--- config.mk ---
export PLATFORM = sky130hd
export DESIGN_NAME = llip_ctrl
export DESIGN_NICKNAME = d
export VERILOG_FILES = /design/src/rtl/llip_pkg.sv /design/src/rtl/llip_ctrl.sv
export SDC_FILE = /design/constraint.sdc
export NUM_CORES = 1
export LEC_CHECK = 0
export BUFFER_PORTS_ARGS = -buffer_cell sky130_fd_sc_hd__buf_2
export CAP_MARGIN = 10
export CORE_MARGIN = 2
export CORE_UTILIZATION = 40
export CTS_CLUSTER_DIAMETER = 30
export DETAILED_ROUTE_END_ITERATION = 12
export GPL_ROUTABILITY_DRIVEN = 0
export HOLD_SLACK_MARGIN = 0.12
export PLACE_DENSITY_LB_ADDON = 0.2
export REMOVE_ABC_BUFFERS = 1
export SYNTH_ARGS = -nofsm -noshare
export SYNTH_HDL_FRONTEND = slang
export SYNTH_SLANG_ARGS = --single-unit
--- constraint.sdc ---
create_clock -name clk_i -period 10 [get_ports clk_i]
set_input_delay 2 -clock clk_i [delete_from_list [all_inputs] [get_ports clk_i]]
set_output_delay 2 -clock clk_i [all_outputs]
set_load 0.005 [all_outputs]
--- src/rtl/llip_pkg.sv ---
package llip_pkg;

  localparam int TABLE_DEPTH = 256;
  localparam int IDX_W       = $clog2(TABLE_DEPTH);
  localparam int CNT_W       = IDX_W + 1;
  localparam int DATA_W      = 32;
  localparam int PROD_W      = 2 * DATA_W;
  localparam int DIV_STEPS   = PROD_W;
  localparam int DIV_CNT_W   = $clog2(DIV_STEPS);

  // request type codes
  localparam logic REQ_LOAD  = 1'b0;
  localparam logic REQ_QUERY = 1'b1;

  localparam logic signed [DATA_W-1:0] S32_MAX = 32'sh7FFF_FFFF;
  localparam logic signed [DATA_W-1:0] S32_MIN = 32'sh8000_0000;

  // controller -> datapath
  typedef struct packed {
    logic             load_wr;
    logic             take_q;
    logic             rd_en;
    logic [IDX_W-1:0] rd_addr;
    logic             lat_lo;
    logic             prep;
    logic             mul;
    logic             div_step;
    logic             out_pass;
    logic             out_interp;
    logic [IDX_W-1:0] seg_idx;
  } cmd_t;

  // datapath -> controller
  typedef struct packed {
    logic q_gt;
    logic q_lt;
    logic flat;
    logic out_free;
  } sts_t;

endpackage

--- src/rtl/llip_ctrl.sv ---
module llip_ctrl import llip_pkg::*; (
  input  logic             clk_i,
  input  logic             rst_ni,
  input  logic             cfg_we_i,
  input  logic [CNT_W-1:0] cfg_wdata_i,
  input  logic             req_valid_i,
  input  logic             req_type_i,
  output logic             req_ready_o,
  output cmd_t             cmd_o,
  input  sts_t             sts_i
);

  localparam logic [3:0] ST_IDLE   = 4'd0;
  localparam logic [3:0] ST_PASS   = 4'd1;
  localparam logic [3:0] ST_UP_RD  = 4'd2;
  localparam logic [3:0] ST_UP_CMP = 4'd3;
  localparam logic [3:0] ST_DN_RD  = 4'd4;
  localparam logic [3:0] ST_DN_CMP = 4'd5;
  localparam logic [3:0] ST_LD0    = 4'd6;
  localparam logic [3:0] ST_LD1    = 4'd7;
  localparam logic [3:0] ST_PREP   = 4'd8;
  localparam logic [3:0] ST_MUL    = 4'd9;
  localparam logic [3:0] ST_DIV    = 4'd10;
  localparam logic [3:0] ST_FIN    = 4'd11;

  localparam logic [DIV_CNT_W-1:0] DIV_LAST = DIV_CNT_W'(DIV_STEPS - 1);

  logic [3:0]           state_q, state_d;
  logic [CNT_W-1:0]     cnt_q;
  logic [IDX_W-1:0]     hint_q, hint_d;
  logic [IDX_W-1:0]     idx_q, idx_d;
  logic [DIV_CNT_W-1:0] div_cnt_q, div_cnt_d;

  logic [CNT_W-1:0] n_w, n_m1, n_m2, idx_ext;
  logic             accept;

  assign n_w     = (cnt_q > CNT_W'(TABLE_DEPTH)) ? CNT_W'(TABLE_DEPTH) : cnt_q;
  assign n_m1    = n_w - CNT_W'(1);
  assign n_m2    = n_w - CNT_W'(2);
  assign idx_ext = {1'b0, idx_q};

  assign req_ready_o = (state_q == ST_IDLE);
  assign accept      = req_valid_i && req_ready_o;

  always_comb begin
    state_d       = state_q;
    hint_d        = hint_q;
    idx_d         = idx_q;
    div_cnt_d     = div_cnt_q;
    cmd_o         = '0;
    cmd_o.rd_addr = idx_q;
    cmd_o.seg_idx = idx_q;
    case (state_q)
      ST_IDLE: begin
        if (accept) begin
          if (req_type_i == REQ_LOAD) begin
            cmd_o.load_wr = 1'b1;
            hint_d        = n_w[CNT_W-1:1];
          end else begin
            cmd_o.take_q = 1'b1;
            if (n_w < CNT_W'(2)) begin
              state_d = ST_PASS;
            end else begin
              // a stale hint starts at the last point
              idx_d   = ({1'b0, hint_q} > n_m1) ? n_m1[IDX_W-1:0] : hint_q;
              state_d = ST_UP_RD;
            end
          end
        end
      end
      ST_PASS: begin
        if (sts_i.out_free) begin
          cmd_o.out_pass = 1'b1;
          state_d        = ST_IDLE;
        end
      end
      ST_UP_RD: begin
        cmd_o.rd_en = 1'b1;
        state_d     = ST_UP_CMP;
      end
      ST_UP_CMP: begin
        if ((idx_ext < n_m1) && sts_i.q_gt) begin
          idx_d   = idx_q + IDX_W'(1);
          state_d = ST_UP_RD;
        end else begin
          state_d = ST_DN_CMP;
        end
      end
      ST_DN_RD: begin
        cmd_o.rd_en = 1'b1;
        state_d     = ST_DN_CMP;
      end
      ST_DN_CMP: begin
        if ((idx_q != '0) && sts_i.q_lt) begin
          idx_d   = idx_q - IDX_W'(1);
          state_d = ST_DN_RD;
        end else begin
          idx_d   = (idx_ext > n_m2) ? n_m2[IDX_W-1:0] : idx_q;
          hint_d  = idx_d;
          state_d = ST_LD0;
        end
      end
      ST_LD0: begin
        cmd_o.rd_en = 1'b1;
        state_d     = ST_LD1;
      end
      ST_LD1: begin
        cmd_o.lat_lo  = 1'b1;
        cmd_o.rd_en   = 1'b1;
        cmd_o.rd_addr = idx_q + IDX_W'(1);
        state_d       = ST_PREP;
      end
      ST_PREP: begin
        cmd_o.prep = 1'b1;
        state_d    = sts_i.flat ? ST_FIN : ST_MUL;
      end
      ST_MUL: begin
        cmd_o.mul = 1'b1;
        div_cnt_d = '0;
        state_d   = ST_DIV;
      end
      ST_DIV: begin
        cmd_o.div_step = 1'b1;
        if (div_cnt_q == DIV_LAST) begin
          state_d = ST_FIN;
        end else begin
          div_cnt_d = div_cnt_q + DIV_CNT_W'(1);
        end
      end
      ST_FIN: begin
        if (sts_i.out_free) begin
          cmd_o.out_interp = 1'b1;
          state_d          = ST_IDLE;
        end
      end
      default: begin
        state_d = ST_IDLE;
      end
    endcase
  end

  always_ff @(posedge clk_i or negedge rst_ni) begin
    if (!rst_ni) begin
      state_q   <= ST_IDLE;
      cnt_q     <= '0;
      hint_q    <= '0;
      idx_q     <= '0;
      div_cnt_q <= '0;
    end else begin
      state_q   <= state_d;
      hint_q    <= hint_d;
      idx_q     <= idx_d;
      div_cnt_q <= div_cnt_d;
      if (cfg_we_i) begin
        cnt_q <= cfg_wdata_i;
      end
    end
  end

`ifndef ASSERT_OFF
  a_rd_range: assert property (@(posedge clk_i) disable iff (!rst_ni)
    cmd_o.rd_en |-> ({1'b0, cmd_o.rd_addr} < n_w))
    else $error("table read beyond points in use");

  a_out_free: assert property (@(posedge clk_i) disable iff (!rst_ni)
    (cmd_o.out_pass || cmd_o.out_interp) |-> sts_i.out_free)
    else $error("result written into occupied output register");

  a_div_end: assert property (@(posedge clk_i) disable iff (!rst_ni)
    (state_q == ST_DIV && div_cnt_q == DIV_LAST) |=> (state_q == ST_FIN))
    else $error("divider did not finish after last step");

  a_query_busy: assert property (@(posedge clk_i) disable iff (!rst_ni)
    (accept && req_type_i == REQ_QUERY) |=> !req_ready_o)
    else $error("query accepted without leaving idle");
`endif

endmodule

# Yosys cells after proc, flatten, opt, wreduce, memory -nomap -nowiden
# Cells that the tools add are included.
# totals
regBits,35
latchBits,0
ram_bits,0
mem_bits_ro,0
inputBits,18
out_inout_bits,26
word_cells,86
memories,0
# classes
add_sub_neg,5
multipliers,0
n_div,0
magnitude_cmp,5
eq_ne,21
shifts,0
n_mux,36
n_bitwise,0
n_reduce_logical,14
# ops
cell,count
$mux W8,10
$pmux W4 S11,1
$pmux W8 S3,1
$gt A8 B9 Y1,2
$mux W9,2
$eq A4 B3 Y1 const B,4
$eq A4 B4 Y1 const B,4
$mux W4,4
$pmux W8 S2,1
$ne A2 B2 Y1 const B,7
$pmux W6 S2,1
$mux W2,5
$gt A9 B9 Y1 const B,1
$lt A8 B9 Y1,1
$lt A9 B2 Y1 const B,1
$mux W1,9
$sub A9 B1 Y9 const B,1
$sub A9 B2 Y9 const B,1
$add A8 B1 Y8 const B,1
$eq A4 B2 Y1 const B,2
$reduce_and A4 Y1,2
$reduce_bool A8 Y1,1
$sub A8 B1 Y8 const B,1
$add A6 B1 Y6 const B,1
other kinds (13),17

# Logic depth before layout (Yosys ltp)
# Gate-level depths: netlist of the first run.
# depth
depth_word,9
mapped_depth,19
ltp_nobuf,16

# Worst setup path before layout of the first run
# No wires, ideal clock.
# synth_path
path_type,input to output
startpoint,in req_valid_i
endpoint,out cmd_o[24] in the netlist's numbering
arrival_ps,2233
required_ps,8000
slack_ps,5767
cell_stages,2
n_path_buf,0
cell_sequence,nand2_1 nor2_1
# synth_rtl
element,line_no,rtl
start: declaration,llip_ctrl.sv:6,"input logic req_valid_i,"
end: declaration,llip_ctrl.sv:9,"output cmd_t cmd_o,"

# Worst setup path after layout of the first run
# layout_path
startpoint,reg cnt_q[8]
endpoint,reg idx_q[1]
# layout_via
elab_chain_cells,9
elab_cells_between_ends,19
cone_classes,add/sub (2); order compare (5); eq/ne (2); mux (8); reduce/logical (2)
# layout_rtl
element,line_no,rtl
start: declaration,llip_ctrl.sv:29,logic [CNT_W-1:0] cnt_q;
start signal: assignment,llip_ctrl.sv:155,cnt_q <= cfg_wdata_i;
$gt A9 B9 Y1,llip_ctrl.sv:37,assign n_w = (cnt_q > CNT_W'(TABLE_DEPTH)) ? CNT_W'(TABLE_DEPTH) : cnt_q;
$mux W9 (*),llip_ctrl.sv:37,
$sub A9 B1 Y9,llip_ctrl.sv:38,assign n_m1 = n_w - CNT_W'(1);
$gt A8 B9 Y1,llip_ctrl.sv:65,"idx_d = ({1'b0, hint_q} > n_m1) ? n_m1[IDX_W-1:0] : hint_q;"
$mux W8,llip_ctrl.sv:65,
$mux W8,llip_ctrl.sv:61,if (n_w < CNT_W'(2)) begin
$mux W8,llip_ctrl.sv:56,if (req_type_i == REQ_LOAD) begin
$mux W8,llip_ctrl.sv:55,if (accept) begin
$pmux W8 S3,llip_ctrl.sv:53,case (state_q)
end signal: assignment,llip_ctrl.sv:152,idx_q <= idx_d;
end: declaration,llip_ctrl.sv:31,"logic [IDX_W-1:0] idx_q, idx_d;"
# Every way passes the cells marked *; elsewhere a longest branch is shown, timed or not. The select of a mux whose other input is x is not followed.
# A chain may end at the register's enable or synchronous reset.

==> results of run 1 <==
## layer usage
metal | vias up | GRT usage, % | routed length (microns)
met4 | 0 | 7.04 | 243
met5 | - | 0 | 0
li1 | 1708 | - | -
met2 | 140 | 34.6 | 4680
met1 | 1651 | 31.1 | 4700
met3 | 25 | 3.17 | 734
## cells in the mapped netlist (2+ instances only)
cell type,instances
o21ai_0,35
o32ai_1,2
a211oi_2,2
o221ai_1,3
a21o_1,2
nand3_1,11
mux2_2,12
ha_1,25
clkbuf_1,21
dfrtp_1,35
and3_1,6
or2_1,2
o22ai_1,5
o21bai_1,2
nand2_1,52
a21oi_1,27
nor3_1,17
nor4_1,3
and2_1,4
nand2b_1,11
nor2b_1,9
nor4_2,2
o21ai_1,2
a211oi_1,6
o21a_1,3
xnor2_1,12
mux2i_1,6
xor2_1,6
nand3b_1,2
a221oi_1,6
buf_2,3
a31oi_1,7
o31ai_1,2
or3_1,4
o211ai_1,4
nand4_1,7
inv_1,22
nor2_1,53
## where the power goes
group	internal (uW)	total (uW)	switching [uW]	leakage [uW]
clock	74.2	132	58.0	0.0000581
combinational	257	613	356	0.00119
sequential	185	305	120	0.000434
## logic make-up after synthesis
| group | synth area share (%) |
|---|---|
| and+or+nand+nor | 27.0 |
| AOI/OAI and AO/OA | 23.0 |
| buffers and inverters | 5.30 |
| DFF | 25.2 |
| adders and majority gates | 9.33 |
| xor gates and xnor gates | 4.54 |
| muxes | 5.62 |
## state kept, by name, indices dropped and copies added, names as in the netlist
register   flops
state_q        4
div_cnt_q      6
idx_q          8
cnt_q          9
hint_q         8
## worst max-delay path, cell delays in order (launching register included)
cell	delay [ns]
dfrtp_1	0.61
nand2b_1	0.39
ha_1	0.41
nor3b_1	0.19
o21ai_0	0.37
inv_1	0.15
ha_1	0.32
a21o_1	0.20
o41ai_1	0.35
o211ai_1	0.14
o2111ai_1	0.19
nand3_1	0.23
nand3_1	0.45
o21ai_0	0.16
a211o_1	0.32
## stage by stage
step	util, %	hold slack (ns)
after floorplan	-	0.474
after global placement	44.9	0.503
after detailed placement	44.9	0.513
after CTS	46.3	0.526
after global routing	46.3	0.585
final	46.3	0.533
## how the worst max path moves through the flow
stage           endpoint  slack [ns]  depth (start not counted)
3_3_place_gp    idx_q[1]        5.45                         14
5_1_grt         idx_q[1]        5.08                         14
4_1_cts         idx_q[1]        5.45                         14
3_5_place_dp   cmd_o[24]        5.48                          4
6_report        idx_q[1]        5.40                         14
2_1_floorplan  cmd_o[24]        5.77                          2
## final cells by class
| class | count | area share [%] |
|---|---|---|
| clock inverter | 3 | 1.14 |
| multi-input combinational | 375 | 62.7 |
| sequential | 35 | 22.8 |
| inverter | 23 | 2.24 |
| timing repair buffer | 45 | 5.92 |
| clock buffer | 5 | 1.79 |
| tap | 105 | 3.42 |
==> results.toml, run 1 <==
[clock_tree]
tritoncts = "yes"
clkLatencyLatePin_ns = 0.30
cts_buffers = 5
cts_root_buffer = "clkbuf_8"
clock-sinks = 35
cts_hold_buf = 0
cts_buffer_depth = 2
htree_num_levels = 2
cts_setup_buffers = 0
post_cts_resized = 0
clkTransAtPathRegs_ns = 0.07

[sta]
slew_headroom_pct = 36.9
finalHoldViolations = 0
clock-skew-final_ns = 0.00810
min_period_over_period_pct = 46.0
worst_pin_slew_ns = 0.939
drv_slew = 0
setup_slack_ns = 5.40
max_clock_freq_mhz = 217
setup_viol = 0
rsz0062_at_grt = "false"
setup_tns_ns = 0
fin_crit_ns = 4.60

[final_layout]
syn_to_final_growth_pct = 10.8
ff_latch_area_sq_um = 876
multiInputGateArea_sq_um = 2410
final_cell_mix = "nor2_1, nand2_1, buf_2"
design_area_sq_um = 3850
diodes = 0
fin_nets = 528
fin_cells = 591
final_common_cell = "nor2_1"
drive_gt1_share_pct = 16.3
fill_cells = 868

[logic_synthesis]
netlist_area_sq_um = 3470
synth_top_flop_cell = "dfrtp_1"
ys_seq_area_share_pct = 25.2
synth_top_area_cell = "dfrtp_1"
syn_avg_cell_area_sq_um = 7.58
synth_top_area_share_pct = 25.2
ys_async_sr_fraction_pct = 100
synthCells = 458
synth_cell_types = 63
ys_warn_count = 0
ys_seq_elements = 35
synth_edf_count = 0
synthTopCellsByArea = "dfrtp_1, ha_1, nor2_1"

[setup_path]
path_class = "reg -> reg"
ff2ff_setup_slack_ns = 5.40
ff2ff_path_depth = 14
critPathLaunch = "cnt_q[8]"
crit_fanout = 22
cp-start-kind = "flop"
reg2reg_from = "cnt_q[8]"
arrival_ns = 4.79
cp.required_ns = 10.18
r2r-end = "idx_q[1]"
cp-end-kind = "flop"

[floorplanning]
die_area_sq_um = 9440
core_sq_um = 8300
die_x_microns = 97.2
start_util_pct = 41.8
ios = 44
fp.dieH_microns = 97.2
num_rows = 33

[flow_run]
max_cap_viol_count = 0

[grt]
grt_antenna_before_repair = 0
first_global_vias = 3287
grtUsageTotal_pct = 22.0
grt_first_pass_wirelength_mm = 17.0
grt-ovfl-total = 0
grt_max_degree = 36

[status]
status = "complete, no violations"

[routing]
vias = 3524
drt_iter0_drc = 319
ant_nets = 0
drc_errors = 0
dr.pass1.iters = 5
wl_mm = 10.4
wl_per_cell_microns = 17.5
via_per_inst = 5.96

[place]
dpl.cell_count = 582
post-dp-hpwl_mm = 7.90
place_area_sq_um = 3730
pre_cts_slack_ns = 5.48
numPortBuffers = 43

[worst_hold_path]
whs_endpoint = "div_cnt_q[0]"
min_from = "div_cnt_q[0]"
holdCritPathClass = "reg -> reg"
holdPathStages = 1

[power]
ir_drop_mv = 0.0808
p_leak_uw = 0.00168
total_power_uw = 1050
powerDensity_nw_per_um2 = 273
(Power assumes the default switching activity.)
==> run 2, diff against run 1 <==
ABC_AREA = 1   (was unset)
clock period = 4.2 ns   (was 10 ns; I/O delays follow)
==> results.toml, run 2 <==
[status]
status = "complete, no violations"

[routing]
wl_per_cell_microns = 14.7
drc_errors = 0
via_per_inst = 5.33
dr.pass1.iters = 5
vias = 3587
ant_nets = 0
wl_mm = 9.89
drt_iter0_drc = 411

[logic_synthesis]
synth_top_flop_cell = "dfrtp_1"
synth_top_area_cell = "dfrtp_1"
synthTopCellsByArea = "dfrtp_1, nand2_1, ha_1"
ys_seq_area_share_pct = 25.8
ys_warn_count = 0
synth_edf_count = 0
ys_top_cells_by_count = "nand2_1, inv_1, nand3_1"
ys_seq_elements = 35
synthCells = 522
ys_async_sr_fraction_pct = 100
synth_cell_types = 35
yosys.cell_count.top_type = "nand2_1"
synth_top_area_share_pct = 25.8
netlist_area_sq_um = 3390
syn_avg_cell_area_sq_um = 6.50

[clock_tree]
cts_buffer_depth = 2
cts_buffers = 5
tritoncts = "yes"
cts_root_buffer = "clkbuf_8"
cts_setup_buffers = 0
clock-sinks = 35
htree_num_levels = 2
clkTransAtPathRegs_ns = 0.08
clkLatencyLatePin_ns = 0.30
cts_hold_buf = 0
post_cts_resized = 0

[setup_path]
cp.required_ns = 4.44
cp-start-kind = "flop"
reg2reg_from = "cnt_q[8]"
critPathLaunch = "cnt_q[8]"
path_class = "reg -> reg"
crit_fanout = 8
ff2ff_path_depth = 20
ff2ff_setup_slack_ns = 0.53
arrival_ns = 3.91
cp-end-kind = "flop"
r2r-end = "idx_q[0]"

[final_layout]
final_cell_mix = "nand2_1, inv_1, nand3_1, buf_2, nor2_1"
largest_registers = "cnt_q: 9 flops, hint_q: 8 flops, idx_q: 8 flops"
diodes = 0
drive_gt1_share_pct = 15.5
fin_nets = 610
largest_reg_flops = 9
final_common_cell = "nand2_1"
syn_to_final_growth_pct = 12.9
largest-register = "cnt_q"

[sta]
slew_headroom_pct = 45.9
fin_crit_ns = 3.67
min_period_over_period_pct = 87.4
drv_slew = 0
max_clock_freq_mhz = 272
finalHoldViolations = 0
setup_slack_ns = 0.529
rsz0062_at_grt = "false"
setup_tns_ns = 0
worst_pin_slew_ns = 0.811
clock-skew-final_ns = 0.00756
setup_viol = 0

[grt]
grt_antenna_before_repair = 0
first_global_vias = 3388
grt-ovfl-total = 0
grtUsageTotal_pct = 22.5
grt_first_pass_wirelength_mm = 16.1
grt_max_degree = 36

[worst_hold_path]
holdCritPathClass = "reg -> reg"
holdPathStages = 2
whs_endpoint = "div_cnt_q[1]"
min_from = "div_cnt_q[1]"

[place]
pre_cts_slack_ns = 0.642
numPortBuffers = 43
post-dp-hpwl_mm = 7.83

[floorplanning]
die_area_sq_um = 9240
die_x_microns = 96.1
fp.dieH_microns = 96.1
ios = 44
num_rows = 33
core_sq_um = 8220
start_util_pct = 41.3

[power]
powerDensity_nw_per_um2 = 653
ir_drop_mv = 0.377
p_leak_uw = 0.00208

[flow_run]
max_cap_viol_count = 0
[run 2: cell count changes after synthesis, moves of 8 or more]
| cell | before | now |
|---|---|---|
| nand3_1 | 11 | 43 |
| nor2b_1 | 9 | 0 |
| nor2_1 | 53 | 37 |
| inv_2 | 0 | 9 |
| clkbuf_1 | 21 | 3 |
| xnor2_1 | 12 | 1 |
| nand2b_1 | 11 | 0 |
| o21ai_0 | 35 | 27 |
| nand2_1 | 52 | 154 |
| inv_1 | 22 | 69 |
| mux2_2 | 12 | 4 |
| xor2_1 | 6 | 19 |
[run 2: kinds of logic after synthesis]
| logic type | count (synthesis) | share of synthesized area (%) |
|---|---|---|
| AO/OA/AOI/OAI | 70 | 11.2 |
| flip-flops | 35 | 25.8 |
| multiplexers | 4 | 1.33 |
| AND/OR/NAND/NOR | 280 | 36.4 |
| XOR/XNOR | 21 | 5.97 |
| adder cells (fa/ha/maj) | 25 | 9.21 |
| buffers and inverters | 87 | 10.1 |
[run 2: worst max-delay path, stage by stage, from the launching register on]
cell	delay, ns
dfrtp_1	0.57
inv_6	0.11
nand2_1	0.21
ha_1	0.25
inv_1	0.08
a21oi_1	0.29
xor2_1	0.43
ha_1	0.32
nand2_1	0.09
nor2_1	0.04
a21boi_0	0.20
nand4_1	0.11
nand2_1	0.08
nand2_1	0.07
nand2_1	0.07
nand2_1	0.05
nand2_1	0.07
nand2_2	0.08
a21boi_2	0.31
nand2_1	0.10
nand2_1	0.07
[run 2: metal layers]
metal / vias to the layer above / share of wire (%) / global-route usage [%]
li1: 1778 / - / -
met1: 1623 / 45 / 31.0
met2: 149 / 45 / 36.2
met3: 37 / 6.6 / 2.35
met4: 0 / 3.4 / 8.57
met5: - / 0 / 0
[run 2: worst max-delay path by stage]
stage | end | cells after the start | slack, ns
6_report | idx_q[0] | 20 | 0.53
5_1_grt | idx_q[2] | 20 | 0.26
4_1_cts | idx_q[0] | 20 | 0.60
3_5_place_dp | idx_q[0] | 20 | 0.64
3_3_place_gp | idx_q[0] | 20 | 0.72
2_1_floorplan | idx_q[2] | 21 | 1.29
[run 2: report_power, final]
| part | internal (uW) | switching [uW] | total, uW |
|---|---|---|---|
| Combinational | 550 | 1030 | 1580 |
| Sequential | 444 | 156 | 600 |
| Clock | 180 | 144 | 324 |
| Total | 1170 | 1330 | 2500 |
[run 2: stage by stage]
stage	instance area, sq um	instances	power (uW)	hold WS [ns]	util, %
5_1_grt	3830	673	2770	0.541	46.6
3_3_place_gp	3720	665	2140	0.486	45.2
2_1_floorplan	3360	516	1680	0.468	-
4_1_cts	3830	673	2490	0.513	46.6
3_5_place_dp	3720	665	2150	0.493	45.2
6_report	3830	673	2500	0.510	46.6
[run 2: layout make-up]
type                       count  area, sq um
fill                         830         4380
clock buffer                   5         68.8
multi-input combinational    400         2180
clock inverter                 3         47.5
tap                          105          131
sequential                    35          876
timing repair buffer          44          223
inverter                      81          309
==> run 3, diff against run 2 <==
PLACE_DENSITY_LB_ADDON = 0.25   (was 0.2)
==> results.toml, run 3 (same netlist as run 2, synthesis figures left out) <==
[sta]
min_period_over_period_pct = 85.2
fin_crit_ns = 3.58
setup_tns_ns = 0
slew_headroom_pct = 41.9
setup_viol = 0
drv_slew = 0
rsz0062_at_grt = "false"
clock-skew-final_ns = 0.0112
worst_pin_slew_ns = 0.872
max_clock_freq_mhz = 279
finalHoldViolations = 0

[routing]
vias = 3578
wl_mm = 9.78
wl_per_cell_microns = 14.5
dr_wl_met3_microns = 665
drc_errors = 0
top_layer_used = "met4"
wl_met1_mm = 4.50
ant_nets = 0
drt_iter0_drc = 304
route.met2.wl_mm = 4.37
dr.pass1.iters = 5
via_per_inst = 5.31

[setup_path]
critPathMostFrequentCell = "nand2_1"
reg2reg_from = "cnt_q[8]"
cp.required_ns = 4.43
path_class = "reg -> reg"
r2r-end = "idx_q[4]"
ff2ff_path_depth = 20
crit_fanout = 8
cp-start-kind = "flop"
critPathLaunch = "cnt_q[8]"
ff2ff_setup_slack_ns = 0.62
slowest_stage = "dfrtp_1"
arrival_ns = 3.81
cp-end-kind = "flop"
cpPeakStageDelay_ns = 0.56
path_cells = "inv_6 > nand2_1 > ha_1 > inv_1 > a21oi_1 > xor2_1 > ha_1 > nand2_1 > nor2_1 > a21boi_0 > nand4_1 > nand2_1 > nand2_1 > nand2_1 > nand2_1 > nand2_1 > nand2_2 > a21boi_2 > nand2_1 > nand2_1"

[final_layout]
syn_to_final_growth_pct = 12.8
fill_cells = 867
largest_registers = "cnt_q: 9 flops, hint_q: 8 flops, idx_q: 8 flops"
design_area_sq_um = 3830
final_cell_mix = "nand2_1, inv_1, nand3_1, buf_2, nor2_1"
drive_gt1_share_pct = 15.6
fin_nets = 611
diodes = 0
final_common_cell = "nand2_1"
largest-register = "cnt_q"
largest_reg_flops = 9

[power]
p_switching_uw = 1300
powerDensity_nw_per_um2 = 639
switching_share_pct = 53.3
power_frac_comb_pct = 64.0
internal-power_uw = 1140
p_seq_share_pct = 24.5
p_leak_uw = 0.00208
ir_drop_mv = 0.445
clkPwrFrac_pct = 11.5

[grt]
grt-ovfl-total = 0
grt_max_degree = 36
grt_first_pass_wirelength_mm = 16.3
grtUsageTotal_pct = 22.8
first_global_vias = 3331
grt_antenna_before_repair = 0

[floorplanning]
num_rows = 33
core_sq_um = 8220
die_x_microns = 96.1
die_area_sq_um = 9240
fp.dieH_microns = 96.1
start_util_pct = 41.3
ios = 44

[place]
place_area_sq_um = 3720
numPortBuffers = 43
post-dp-hpwl_mm = 7.74

[clock_tree]
clkTransAtPathRegs_ns = 0.07
cts_root_buffer = "clkbuf_8"
htree_num_levels = 2
clkLatencyLatePin_ns = 0.30
cts_hold_buf = 0
clock-sinks = 35
cts_setup_buffers = 0
post_cts_resized = 0
cts_buffers = 5
tritoncts = "yes"
cts_buffer_depth = 2

[worst_hold_path]
whs_endpoint = "div_cnt_q[0]"
holdCritPathClass = "reg -> reg"
holdPathStages = 1
min_from = "div_cnt_q[0]"

[flow_run]
max_cap_viol_count = 0

[status]
status = "complete, no violations"
run 3: cell count changes in the layout (fill, tap and decap cells not counted):
cell        previous run  this run
clkinv_4               1         0
clkbuf_8               5         7
buf_4                  1         2
clkinvlp_4             0         1
inv_6                  2         1
bufinv_16              1         0
run 3: cell type report:
cell class,instances,area (sq um),share of cell area (%)
multi-input combinational,400,2180,56.9
clock buffer,7,96.3,2.52
inverter,81,309,8.07
sequential,35,876,22.9
tap,105,131,3.43
timing repair buffer,45,230,6.02
clock inverter,1,7.51,0.196
run 3: metrics by stage:
step | hold slack [ns] | power (uW) | cells | utilization, % | setup slack [ns]
final | 0.504 | 2450 | 674 | 46.6 | 0.620
after floorplan | 0.468 | 1680 | 516 | - | 1.29
after global placement | 0.484 | 2130 | 666 | 45.3 | 0.731
after global routing | 0.545 | 2720 | 674 | 46.6 | 0.324
after detailed placement | 0.496 | 2140 | 666 | 45.3 | 0.708
after CTS | 0.506 | 2430 | 674 | 46.6 | 0.682
run 3: worst max-delay path: cells and delay by family (launching register included):
family	cells	cell delay, ns
compound gates	3	0.77
xor+xnor	1	0.34
fa+ha+maj	2	0.56
buf+inv	2	0.20
flops	1	0.56
simple gates	12	1.04
run 3: how the worst max path moves through the flow:
stage / slack (ns) / to
after floorplan: 1.29 / idx_q[2]
after global placement: 0.73 / idx_q[1]
after detailed placement: 0.71 / idx_q[1]
after CTS: 0.68 / idx_q[4]
after global routing: 0.32 / idx_q[3]
final: 0.62 / idx_q[4]
run 3: per-layer routing:
metal	global-route usage, %	vias up
met1	31.9	1628
met2	35.5	142
met5	0	-
met3	3.60	19
met4	8.21	0
li1	-	1789
run 3: power by group through the flow:
stage	combinational, uW	clock (uW)	sequential (uW)
global route	1790	303	619
finish	1570	281	601
detailed placement	1530	0	605
floorplan	1120	0	556
global placement	1530	0	604
CTS	1540	285	598
